File: src/prsu_pkg.sv
// Shared types, constants and helpers for the packed raw sample unpacker.
`default_nettype none

package prsu_pkg;

   // Field and datapath widths
   localparam int BYTE_BITS      = 8;
   localparam int PAIR_BITS      = 16;
   localparam int ACC_BITS       = 24;
   localparam int MAX_RESULTS    = 8;
   localparam int BITS_WIDTH     = 5;
   localparam int HELD_WIDTH     = 5;
   localparam int RES_CNT_WIDTH  = 4;
   localparam int SAMPLE_WIDTH   = 16;
   localparam int STATUS_WIDTH   = 2;
   localparam int CSR_DATA_WIDTH = 28;
   localparam int CSR_IDX_WIDTH  = 1;

   // Default counter width for samples per strip
   localparam int COUNT_WIDTH_DEFAULT = 28;

   // Job queue depth between front and back
   localparam int FIFO_DEPTH = 4;

   // Register indexes
   localparam logic [CSR_IDX_WIDTH-1:0] REG_SAMPLE_BITS       = 1'd0;
   localparam logic [CSR_IDX_WIDTH-1:0] REG_SAMPLES_PER_STRIP = 1'd1;

   // Reset value of sample_bits
   localparam logic [BITS_WIDTH-1:0] SAMPLE_BITS_RESET = 5'd16;

   // Strip end status codes
   localparam logic [STATUS_WIDTH-1:0] STATUS_CONTINUE = 2'd0;
   localparam logic [STATUS_WIDTH-1:0] STATUS_COMPLETE = 2'd1;
   localparam logic [STATUS_WIDTH-1:0] STATUS_SHORT    = 2'd2;

   typedef struct packed {
      logic [BYTE_BITS-1:0] data_byte;
      logic                 strip_end;
   } req_payload_type;

   typedef struct packed {
      logic [SAMPLE_WIDTH-1:0] sample;
      logic                    has_sample;
      logic                    last_of_run;
      logic [STATUS_WIDTH-1:0] end_status;
   } rsp_payload_type;

   typedef struct packed {
      logic                      we;
      logic [CSR_IDX_WIDTH-1:0]  index;
      logic [CSR_DATA_WIDTH-1:0] wdata;
   } csr_write_type;

   // One classified byte: bits to slice and how many samples to take
   typedef struct packed {
      logic [ACC_BITS-1:0]      acc;
      logic [HELD_WIDTH-1:0]    pos;
      logic [BITS_WIDTH-1:0]    bits;
      logic [RES_CNT_WIDTH-1:0] count;
      logic                     strip_end;
      logic [STATUS_WIDTH-1:0]  status;
   } job_type;

   // Low-order mask of the given sample width (1..16)
   function automatic logic [SAMPLE_WIDTH-1:0] sample_mask(input logic [BITS_WIDTH-1:0] bits);
      logic [SAMPLE_WIDTH:0] m;
      m = ((SAMPLE_WIDTH+1)'(1) << bits) - (SAMPLE_WIDTH+1)'(1);
      return m[SAMPLE_WIDTH-1:0];
   endfunction

endpackage

`default_nettype wire

File: src/prsu_front.sv
// Front end: config registers, strip state and per-byte sample classification.
`default_nettype none

module prsu_front #(
   parameter int COUNT_WIDTH = prsu_pkg::COUNT_WIDTH_DEFAULT
) (
   input  wire                       clock,
   input  wire                       reset,
   input  prsu_pkg::csr_write_type   csr,
   input  wire                       req_valid,
   output logic                      req_stall,
   input  prsu_pkg::req_payload_type req_payload,
   input  wire                       fifo_full,
   output logic                      push,
   output prsu_pkg::job_type         job
);

   localparam int HW = prsu_pkg::HELD_WIDTH;
   localparam int BW = prsu_pkg::BITS_WIDTH;
   localparam int NW = prsu_pkg::RES_CNT_WIDTH;

   // Config registers
   logic [BW-1:0]          sample_bits_ff, sample_bits_in;
   logic [COUNT_WIDTH-1:0] spc_ff, spc_in;

   // Strip state
   logic [prsu_pkg::ACC_BITS-1:0]  acc_ff, acc_in;
   logic [HW-1:0]                  held_ff, held_in;
   logic [COUNT_WIDTH-1:0]         done_ff, done_in;
   logic [prsu_pkg::BYTE_BITS-1:0] low_ff, low_in;
   logic                           phase_ff, phase_in;

   logic                           accept;
   logic [BW-1:0]                  eff_bits;
   logic                           pair_mode;
   logic                           active;
   logic [COUNT_WIDTH-1:0]         remain;
   logic [HW:0]                    held_sum;
   logic [HW-1:0]                  held_fill;
   logic [prsu_pkg::ACC_BITS-1:0]  acc_shift;
   logic [NW-1:0]                  bit_count;
   logic [7:0]                     used_bits;
   logic [NW-1:0]                  take;
   logic [COUNT_WIDTH-1:0]         done_step;

   assign req_stall = fifo_full;
   assign accept    = req_valid && !req_stall;

   // Config writes
   always_comb begin
      sample_bits_in = sample_bits_ff;
      spc_in         = spc_ff;
      if (csr.we) begin
         if (csr.index == prsu_pkg::REG_SAMPLE_BITS) begin
            sample_bits_in = csr.wdata[BW-1:0];
         end else begin
            spc_in = COUNT_WIDTH'(csr.wdata);
         end
      end
   end

   // Effective width: zero acts as one, above sixteen acts as sixteen
   always_comb begin
      if (sample_bits_ff == '0) begin
         eff_bits = BW'(1);
      end else if (sample_bits_ff > BW'(prsu_pkg::PAIR_BITS)) begin
         eff_bits = BW'(prsu_pkg::PAIR_BITS);
      end else begin
         eff_bits = sample_bits_ff;
      end
   end

   assign pair_mode = (eff_bits == BW'(prsu_pkg::PAIR_BITS));
   assign active    = (done_ff < spc_ff);
   assign remain    = spc_ff - done_ff;

   // Accumulator after shifting in the byte, bit count saturating at the accumulator size
   assign acc_shift = {acc_ff[prsu_pkg::ACC_BITS-prsu_pkg::BYTE_BITS-1:0], req_payload.data_byte};
   assign held_sum  = {1'b0, held_ff} + (HW+1)'(prsu_pkg::BYTE_BITS);
   assign held_fill = (held_sum > (HW+1)'(prsu_pkg::ACC_BITS)) ? HW'(prsu_pkg::ACC_BITS)
                                                               : held_sum[HW-1:0];

   // Samples available: count of i in 1..8 with i*bits <= held and i <= remaining
   always_comb begin
      bit_count = '0;
      for (int i = 1; i <= prsu_pkg::MAX_RESULTS; i++) begin
         if ((8'(i) * {3'b000, eff_bits} <= {3'b000, held_fill}) &&
             (remain >= COUNT_WIDTH'(i))) begin
            bit_count = bit_count + NW'(1);
         end
      end
   end

   assign used_bits = 8'(bit_count) * {3'b000, eff_bits};

   // Next state and job
   always_comb begin
      acc_in    = acc_ff;
      held_in   = held_ff;
      low_in    = low_ff;
      phase_in  = phase_ff;
      take      = '0;
      job       = '0;
      job.bits  = eff_bits;

      if (accept && active) begin
         if (pair_mode) begin
            if (!phase_ff) begin
               low_in   = req_payload.data_byte;
               phase_in = 1'b1;
            end else begin
               take     = NW'(1);
               phase_in = 1'b0;
               job.acc  = {8'h00, req_payload.data_byte, low_ff};
               job.pos  = HW'(prsu_pkg::PAIR_BITS);
            end
         end else begin
            take    = bit_count;
            acc_in  = acc_shift;
            held_in = HW'({3'b000, held_fill} - used_bits);
            job.acc = acc_shift;
            job.pos = held_fill;
         end
      end

      done_step     = done_ff + COUNT_WIDTH'(take);
      done_in       = accept ? done_step : done_ff;
      job.count     = take;
      job.strip_end = req_payload.strip_end;
      job.status    = prsu_pkg::STATUS_CONTINUE;

      // Strip end: report status, then clear all strip state
      if (accept && req_payload.strip_end) begin
         job.status = (done_step >= spc_ff) ? prsu_pkg::STATUS_COMPLETE
                                            : prsu_pkg::STATUS_SHORT;
         acc_in   = '0;
         held_in  = '0;
         done_in  = '0;
         low_in   = '0;
         phase_in = 1'b0;
      end
   end

   assign push = accept && ((take != '0) || req_payload.strip_end);

   always_ff @(posedge clock) begin
      if (reset) begin
         sample_bits_ff <= prsu_pkg::SAMPLE_BITS_RESET;
         spc_ff         <= '0;
         acc_ff         <= '0;
         held_ff        <= '0;
         done_ff        <= '0;
         low_ff         <= '0;
         phase_ff       <= 1'b0;
      end else begin
         sample_bits_ff <= sample_bits_in;
         spc_ff         <= spc_in;
         acc_ff         <= acc_in;
         held_ff        <= held_in;
         done_ff        <= done_in;
         low_ff         <= low_in;
         phase_ff       <= phase_in;
      end
   end

   // Checks
   a_held_bound: assert property (@(posedge clock) disable iff (reset)
      held_ff <= HW'(prsu_pkg::ACC_BITS))
      else $error("bits held exceeds accumulator size");

   a_end_clears: assert property (@(posedge clock) disable iff (reset)
      (accept && req_payload.strip_end && !csr.we) |=>
         (done_ff == '0 && held_ff == '0 && !phase_ff))
      else $error("strip state not cleared after strip end");

   a_no_overcount: assert property (@(posedge clock) disable iff (reset)
      (push && job.count != '0) |-> (done_step <= spc_ff))
      else $error("samples taken beyond configured count");

endmodule

`default_nettype wire

File: src/prsu_fifo.sv
// Short job queue that decouples the front end from the result sequencer.
`default_nettype none

module prsu_fifo (
   input  wire                clock,
   input  wire                reset,
   input  wire                push,
   input  prsu_pkg::job_type  push_data,
   input  wire                pop,
   output prsu_pkg::job_type  head,
   output logic               head_valid,
   output logic               full
);

   localparam int DEPTH = prsu_pkg::FIFO_DEPTH;
   localparam int PW    = $clog2(DEPTH);
   localparam int CW    = $clog2(DEPTH + 1);

   prsu_pkg::job_type entry_ff [DEPTH];
   logic [PW-1:0]     wr_ptr_ff, wr_ptr_in;
   logic [PW-1:0]     rd_ptr_ff, rd_ptr_in;
   logic [CW-1:0]     count_ff, count_in;
   logic              do_push;
   logic              do_pop;

   assign full       = (count_ff == CW'(DEPTH));
   assign head_valid = (count_ff != '0);
   assign head       = entry_ff[rd_ptr_ff];
   assign do_push    = push && !full;
   assign do_pop     = pop && head_valid;

   // Pointer and occupancy update
   always_comb begin
      wr_ptr_in = do_push ? wr_ptr_ff + PW'(1) : wr_ptr_ff;
      rd_ptr_in = do_pop  ? rd_ptr_ff + PW'(1) : rd_ptr_ff;
      count_in  = count_ff;
      if (do_push && !do_pop) begin
         count_in = count_ff + CW'(1);
      end else if (do_pop && !do_push) begin
         count_in = count_ff - CW'(1);
      end
   end

   always_ff @(posedge clock) begin
      if (reset) begin
         wr_ptr_ff <= '0;
         rd_ptr_ff <= '0;
         count_ff  <= '0;
      end else begin
         wr_ptr_ff <= wr_ptr_in;
         rd_ptr_ff <= rd_ptr_in;
         count_ff  <= count_in;
      end
   end

   // Storage
   always_ff @(posedge clock) begin
      if (do_push) begin
         entry_ff[wr_ptr_ff] <= push_data;
      end
   end

endmodule

`default_nettype wire

File: src/prsu_back.sv
// Back end: walks each job and emits one result per cycle into the output register while it is not stalled.
`default_nettype none

module prsu_back (
   input  wire                       clock,
   input  wire                       reset,
   input  prsu_pkg::job_type         head,
   input  wire                       head_valid,
   output logic                      pop,
   output logic                      rsp_valid,
   input  wire                       rsp_stall,
   output prsu_pkg::rsp_payload_type rsp_payload
);

   localparam int HW = prsu_pkg::HELD_WIDTH;
   localparam int NW = prsu_pkg::RES_CNT_WIDTH;

   logic [NW-1:0]                       idx_ff, idx_in;
   logic [HW-1:0]                       pos_ff, pos_in;
   logic                                rsp_valid_ff, rsp_valid_in;
   prsu_pkg::rsp_payload_type           rsp_ff, rsp_in;

   logic [NW-1:0]                       total;
   logic                                last;
   logic                                has_sample;
   logic [HW-1:0]                       pos_cur;
   logic [HW-1:0]                       shift;
   logic [prsu_pkg::ACC_BITS-1:0]       shifted;
   logic                                emit;

   // A job with no samples still yields one result (strip end marker)
   assign total      = (head.count == '0) ? NW'(1) : head.count;
   assign last       = (idx_ff == total - NW'(1));
   assign has_sample = (head.count != '0);
   assign pos_cur    = (idx_ff == '0) ? head.pos : pos_ff;
   assign shift      = pos_cur - head.bits;
   assign shifted    = head.acc >> shift;

   assign emit = head_valid && (!rsp_valid_ff || !rsp_stall);
   assign pop  = emit && last;

   // Result formation
   always_comb begin
      rsp_in             = rsp_ff;
      rsp_valid_in       = rsp_stall ? rsp_valid_ff : 1'b0;
      idx_in             = idx_ff;
      pos_in             = pos_ff;
      if (emit) begin
         rsp_valid_in       = 1'b1;
         rsp_in.sample      = has_sample ?
            (shifted[prsu_pkg::SAMPLE_WIDTH-1:0] & prsu_pkg::sample_mask(head.bits)) : '0;
         rsp_in.has_sample  = has_sample;
         rsp_in.last_of_run = last;
         rsp_in.end_status  = (last && head.strip_end) ? head.status
                                                       : prsu_pkg::STATUS_CONTINUE;
         idx_in             = last ? '0 : idx_ff + NW'(1);
         pos_in             = shift;
      end
   end

   always_ff @(posedge clock) begin
      if (reset) begin
         idx_ff       <= '0;
         pos_ff       <= '0;
         rsp_valid_ff <= 1'b0;
      end else begin
         idx_ff       <= idx_in;
         pos_ff       <= pos_in;
         rsp_valid_ff <= rsp_valid_in;
      end
   end

   always_ff @(posedge clock) begin
      rsp_ff <= rsp_in;
   end

   assign rsp_valid   = rsp_valid_ff;
   assign rsp_payload = rsp_ff;

endmodule

`default_nettype wire

File: src/packed_raw_sample_unpacker.sv
// Top level of the packed raw sample unpacker: front end, job queue and result sequencer.
// A result is registered: the transfer edge writes its job into the queue, and the output
// register is loaded from the queue head. Throughput: one byte per cycle while each byte
// yields at most one result; a byte that yields k samples holds the sequencer while it emits
// all k, and the input stalls only while the four-entry queue is full. Reset (synchronous,
// active high) sets sample_bits to 16, samples_per_strip to 0, clears state, empties the queue.
`default_nettype none

module packed_raw_sample_unpacker #(
   parameter int COUNT_WIDTH = prsu_pkg::COUNT_WIDTH_DEFAULT
) (
   input  wire                                      clock,
   input  wire                                      reset,
   input  wire                                      csr_we,
   input  wire  [prsu_pkg::CSR_IDX_WIDTH-1:0]       csr_index,
   input  wire  [prsu_pkg::CSR_DATA_WIDTH-1:0]      csr_wdata,
   input  wire                                      req_valid,
   output logic                                     req_stall,
   input  prsu_pkg::req_payload_type                req_payload,
   output logic                                     rsp_valid,
   input  wire                                      rsp_stall,
   output prsu_pkg::rsp_payload_type                rsp_payload
);

   prsu_pkg::csr_write_type csr;
   prsu_pkg::job_type       push_job;
   prsu_pkg::job_type       head;
   logic                    push;
   logic                    pop;
   logic                    head_valid;
   logic                    fifo_full;

   assign csr.we    = csr_we;
   assign csr.index = csr_index;
   assign csr.wdata = csr_wdata;

   prsu_front #(
      .COUNT_WIDTH (COUNT_WIDTH)
   ) u_front (
      .clock       (clock),
      .reset       (reset),
      .csr         (csr),
      .req_valid   (req_valid),
      .req_stall   (req_stall),
      .req_payload (req_payload),
      .fifo_full   (fifo_full),
      .push        (push),
      .job         (push_job)
   );

   prsu_fifo u_fifo (
      .clock      (clock),
      .reset      (reset),
      .push       (push),
      .push_data  (push_job),
      .pop        (pop),
      .head       (head),
      .head_valid (head_valid),
      .full       (fifo_full)
   );

   prsu_back u_back (
      .clock       (clock),
      .reset       (reset),
      .head        (head),
      .head_valid  (head_valid),
      .pop         (pop),
      .rsp_valid   (rsp_valid),
      .rsp_stall   (rsp_stall),
      .rsp_payload (rsp_payload)
   );

endmodule

`default_nettype wire

File: config.mk
export PLATFORM = sky130hd
export DESIGN_NAME = packed_raw_sample_unpacker
export DESIGN_NICKNAME = d
export VERILOG_FILES = /design/src/prsu_pkg.sv /design/src/prsu_front.sv /design/src/prsu_fifo.sv /design/src/prsu_back.sv /design/src/packed_raw_sample_unpacker.sv
export SDC_FILE = /design/constraint.sdc
export NUM_CORES = 1
export LEC_CHECK = 0
export ABC_AREA = 1
export ABC_CLOCK_PERIOD_IN_PS = 12550
export BUFFER_PORTS_ARGS = -buffer_cell sky130_fd_sc_hd__buf_4
export CAP_MARGIN = 20
export CORE_ASPECT_RATIO = 1.1
export CORE_UTILIZATION = 35
export DETAILED_ROUTE_END_ITERATION = 12
export GPL_ROUTABILITY_DRIVEN = 0
export PLACE_DENSITY = 0.6
export SETUP_SLACK_MARGIN = 0.15
export SYNTH_ARGS = -nofsm -noshare
export SYNTH_HDL_FRONTEND = slang
export SYNTH_SLANG_ARGS = --single-unit
File: constraint.sdc
create_clock -name clock -period 12.55 [get_ports clock]
set_input_delay 2.51 -clock clock [delete_from_list [all_inputs] [get_ports clock]]
set_output_delay 2.51 -clock clock [all_outputs]
set_load 0.01 [all_outputs]
==> metrics.csv <==
stage,metric,value,unit
sta,fmax,90.2,MHz
clock_network,setup repair bufs after CTS,0,
worst_setup_path,Setup crit end kind,register,
global_routing,vias in the first global route,15500,
global_routing,largest net degree at the start of global routing,81,
worst_setup_path,WS Path Type,reg2reg,
pwr,Pwr per Cell Area,230,mW/mm^2
yosys,Yosys top cell area share,29.4,%
placed_design,placed cell areas,0.0200,mm^2
yosys,"Cell Area, Synth",0.0188,mm^2
floorplan,DIE WIDTH,223,um
drt,"antenna viol nets, final",0,
worst_setup_path,crit path launch type,register,
yosys,Post-Syn Instances,2389,
clock_network,Num CTS Buffers,35,
pwr,leakage,9.56,nW
clock_network,clock sink count,294,
drt,routed vias,16000,
global_routing,grt total ovfl,0,
status,outcome,finished clean,
worst_setup_path,WP data arrival,11.32,ns
drt,# DRC,0,
sta,# setup viols final,0,
yosys,"EDFF count, synth",184,
worst_setup_path,Crit path top cell by count,inv_1,
sta,min Tclk post-route,11.09,ns
yosys,Yosys warnings,0,
clock_network,# hold bufs at CTS,0,
sta,RSZ-0062 raised after global routing,false,
yosys,sequential area share after synthesis,41.1,%
sta,Slew @ Worst Pin,1.07,ns
yosys,library cells used by synthesis,62,
final_layout,area delta synth->final,13.0,%
drt,Avg WL per Cell,15.7,um
clock_network,"Clk Latency, worst-skew pair",0.54,ns
sta,final hold vios,0,
clock_network,Clock Tree Buf Depth,3,
clock_network,Clock Tree Root,clkbuf_16,
sta,worst rel slew slack,28.1,%
placed_design,buffers added on ports,64,
yosys,Main synth FF type,edfxtp_1,
placed_design,hpwl dp,36500,um
drt,DRT Pass-1 Iters,5,
yosys,"top cells by count, synth","562 x nand2_1, 347 x inv_1, 191 x nor2_1",
sta,skew final,0.0274,ns
job,Max Cap Viol,0,
sta,final setup TNS,0,ns
clock_network,clk slew on worst S/H paths,0.05,ns
worst_setup_path,Worst EP required,12.79,ns
drt,violation count after the first detailed-route iteration,979,
yosys,top-count cell post-synth,nand2_1,
final_layout,nets@finish,2635,
pwr,maximum vdd drop,0.000194,V
sta,hold slack final,0.449,ns
hold_path,HP Class,reg2reg,
clock_network,H-tree depth,2,
floorplan,Die H,245,um
yosys,synth top area cells,"edfxtp_1 29%, dfxtp_1 12%, nand2_1 11%, ha_1 9.0%, inv_1 6.9%",
clock_network,PostCTS Resize Cnt,0,
final_layout,Antenna diodes,0,
sta,fin crit share,88.4,%
final_layout,final instance area,0.0212,mm^2
floorplan,initial core utilization,35.7,%
floorplan,IO Count,65,
sta,Final Max Slew Viols,0,
global_routing,antenna violations before repair,1,
yosys,Mapped Nets,2584,
floorplan,core area,0.0527,mm^2
final_layout,layout cells sized above 1,9.04,%
global_routing,total global-route track usage,18.0,%
yosys,"Async S/R FF share, synth",0,%
worst_setup_path,CP Max Fanout,19,
yosys,Synth area leader,edfxtp_1,
floorplan,FP Rows,88,
yosys,Mean Syn Cell Area,7.87,um^2
yosys,register bit total from synthesis,294,
drt,vias per cell,5.08,
global_routing,first-pass GRT wire length,79000,um
worst_setup_path,highest cell delay on the worst timing path,0.57,ns
drt,Routed Wire Length,49300,um
pwr,total power,0.00489,W
worst_setup_path,slowest CP cell,dfxtp_2,
floorplan,Die Area,0.0547,mm^2
clock_network,CTS tree,built,
## placed cells by master, fill, tap and decap left out, types with 6 or more instances in the layout
master and instances:
nor2_1 190, clkbuf_16 37, inv_1 345, a31oi_1 12, nand2_2 20, a21oi_1 181
a211oi_1 9, o211ai_1 8, nor3_1 22, o22ai_1 8, fa_1 16, xnor2_1 8
clkinv_1 7, nand3_2 11, buf_4 84, nand2_4 8, or2_2 9, edfxtp_1 184
nand4_1 21, nand3_1 132, a32o_1 11, clkbuf_1 12, inv_2 9, nor2_2 13
ha_1 136, nand2_1 562, o21ai_0 168, dfxtp_1 108, xor2_1 48, bufinv_16 6
## where the power goes
part	internal (W)	leakage, nW	switching [W]
Sequential	0.00123	2.60	0.0000616
Combinational	0.000822	6.36	0.00170
Clock	0.000674	0.597	0.000403
Total	0.00272	9.56	0.00217
## sequential cells by signal (all words and copies together), names as in the netlist, named ones only
register	flops
u_fifo.count_ff	3
u_front.acc_ff	16
u_front.sample_bits_ff	5
u_fifo.entry_ff	164
u_front.phase_ff	1
u_fifo.wr_ptr_ff	2
u_front.low_ff	8
u_back.pos_ff	5
u_back.rsp_payload	20
u_fifo.rd_ptr_ff	2
u_front.done_ff	28
u_front.held_ff	5
u_front.spc_ff	28
u_back.rsp_valid	1
u_back.idx_ff	4
## path summary, 6_finish.rpt
check | start | to | slack, ns | cells past startpoint
max | u_front.sample_bits_ff[4] | u_fifo.entry_ff[2][1] | 1.46 | 58
min | u_front.low_ff[7] | u_front.low_ff[7] | 0.45 | 2
max reg2reg | u_front.sample_bits_ff[4] | u_fifo.entry_ff[2][1] | 1.46 | 58
min reg2reg | u_front.low_ff[7] | u_front.low_ff[7] | 0.45 | 2
## critical path, delay by kind of cell (launching register included)
family	cells	cell delay [ns]
AO/OA/AOI/OAI	6	1.37
XOR/XNOR	2	0.37
adder cells (fa/ha/maj)	9	2.70
buffers and inverters	14	1.34
flip-flops	1	0.57
AND/OR/NAND/NOR	27	4.42
## metal layers
metal | global-route usage (%) | wire length (um) | vias up
li1 | - | - | 7993
met2 | 32.7 | 24400 | 368
met5 | 0 | 11 | -
met3 | 2.47 | 1900 | 92
met1 | 21.8 | 21600 | 7506
met4 | 5.68 | 1360 | 2
## area by class of cell
class / instances / area, um^2
fillers: 5290 / 31500
multi-input cells: 1665 / 9460
flip-flops and latches: 294 / 7730
inverters: 360 / 1350
clock buffers: 50 / 985
well taps: 675 / 845
repair buffers: 84 / 631
clock inverters: 14 / 238
## through the flow
step | util (%) | instances | worst slack [ns]
floorplan | - | 2389 | 2.83
CTS | 40.3 | 3142 | 0.933
global placement | 38.0 | 3078 | 1.29
detailed placement | 38.0 | 3078 | 0.999
global route | 40.3 | 3142 | 0.319
finish | 40.3 | 3142 | 1.46
## cell families after synthesis
group,count (synthesis),share of synthesized area [%]
xor+xnor,56,2.61
fa+ha+maj,152,10.8
mux,5,0.266
simple gates,1016,23.7
buf+inv,430,8.66
other cells,1,0.0199
compound gates,435,12.9
flops,294,41.1
(Power assumes the default switching activity.)
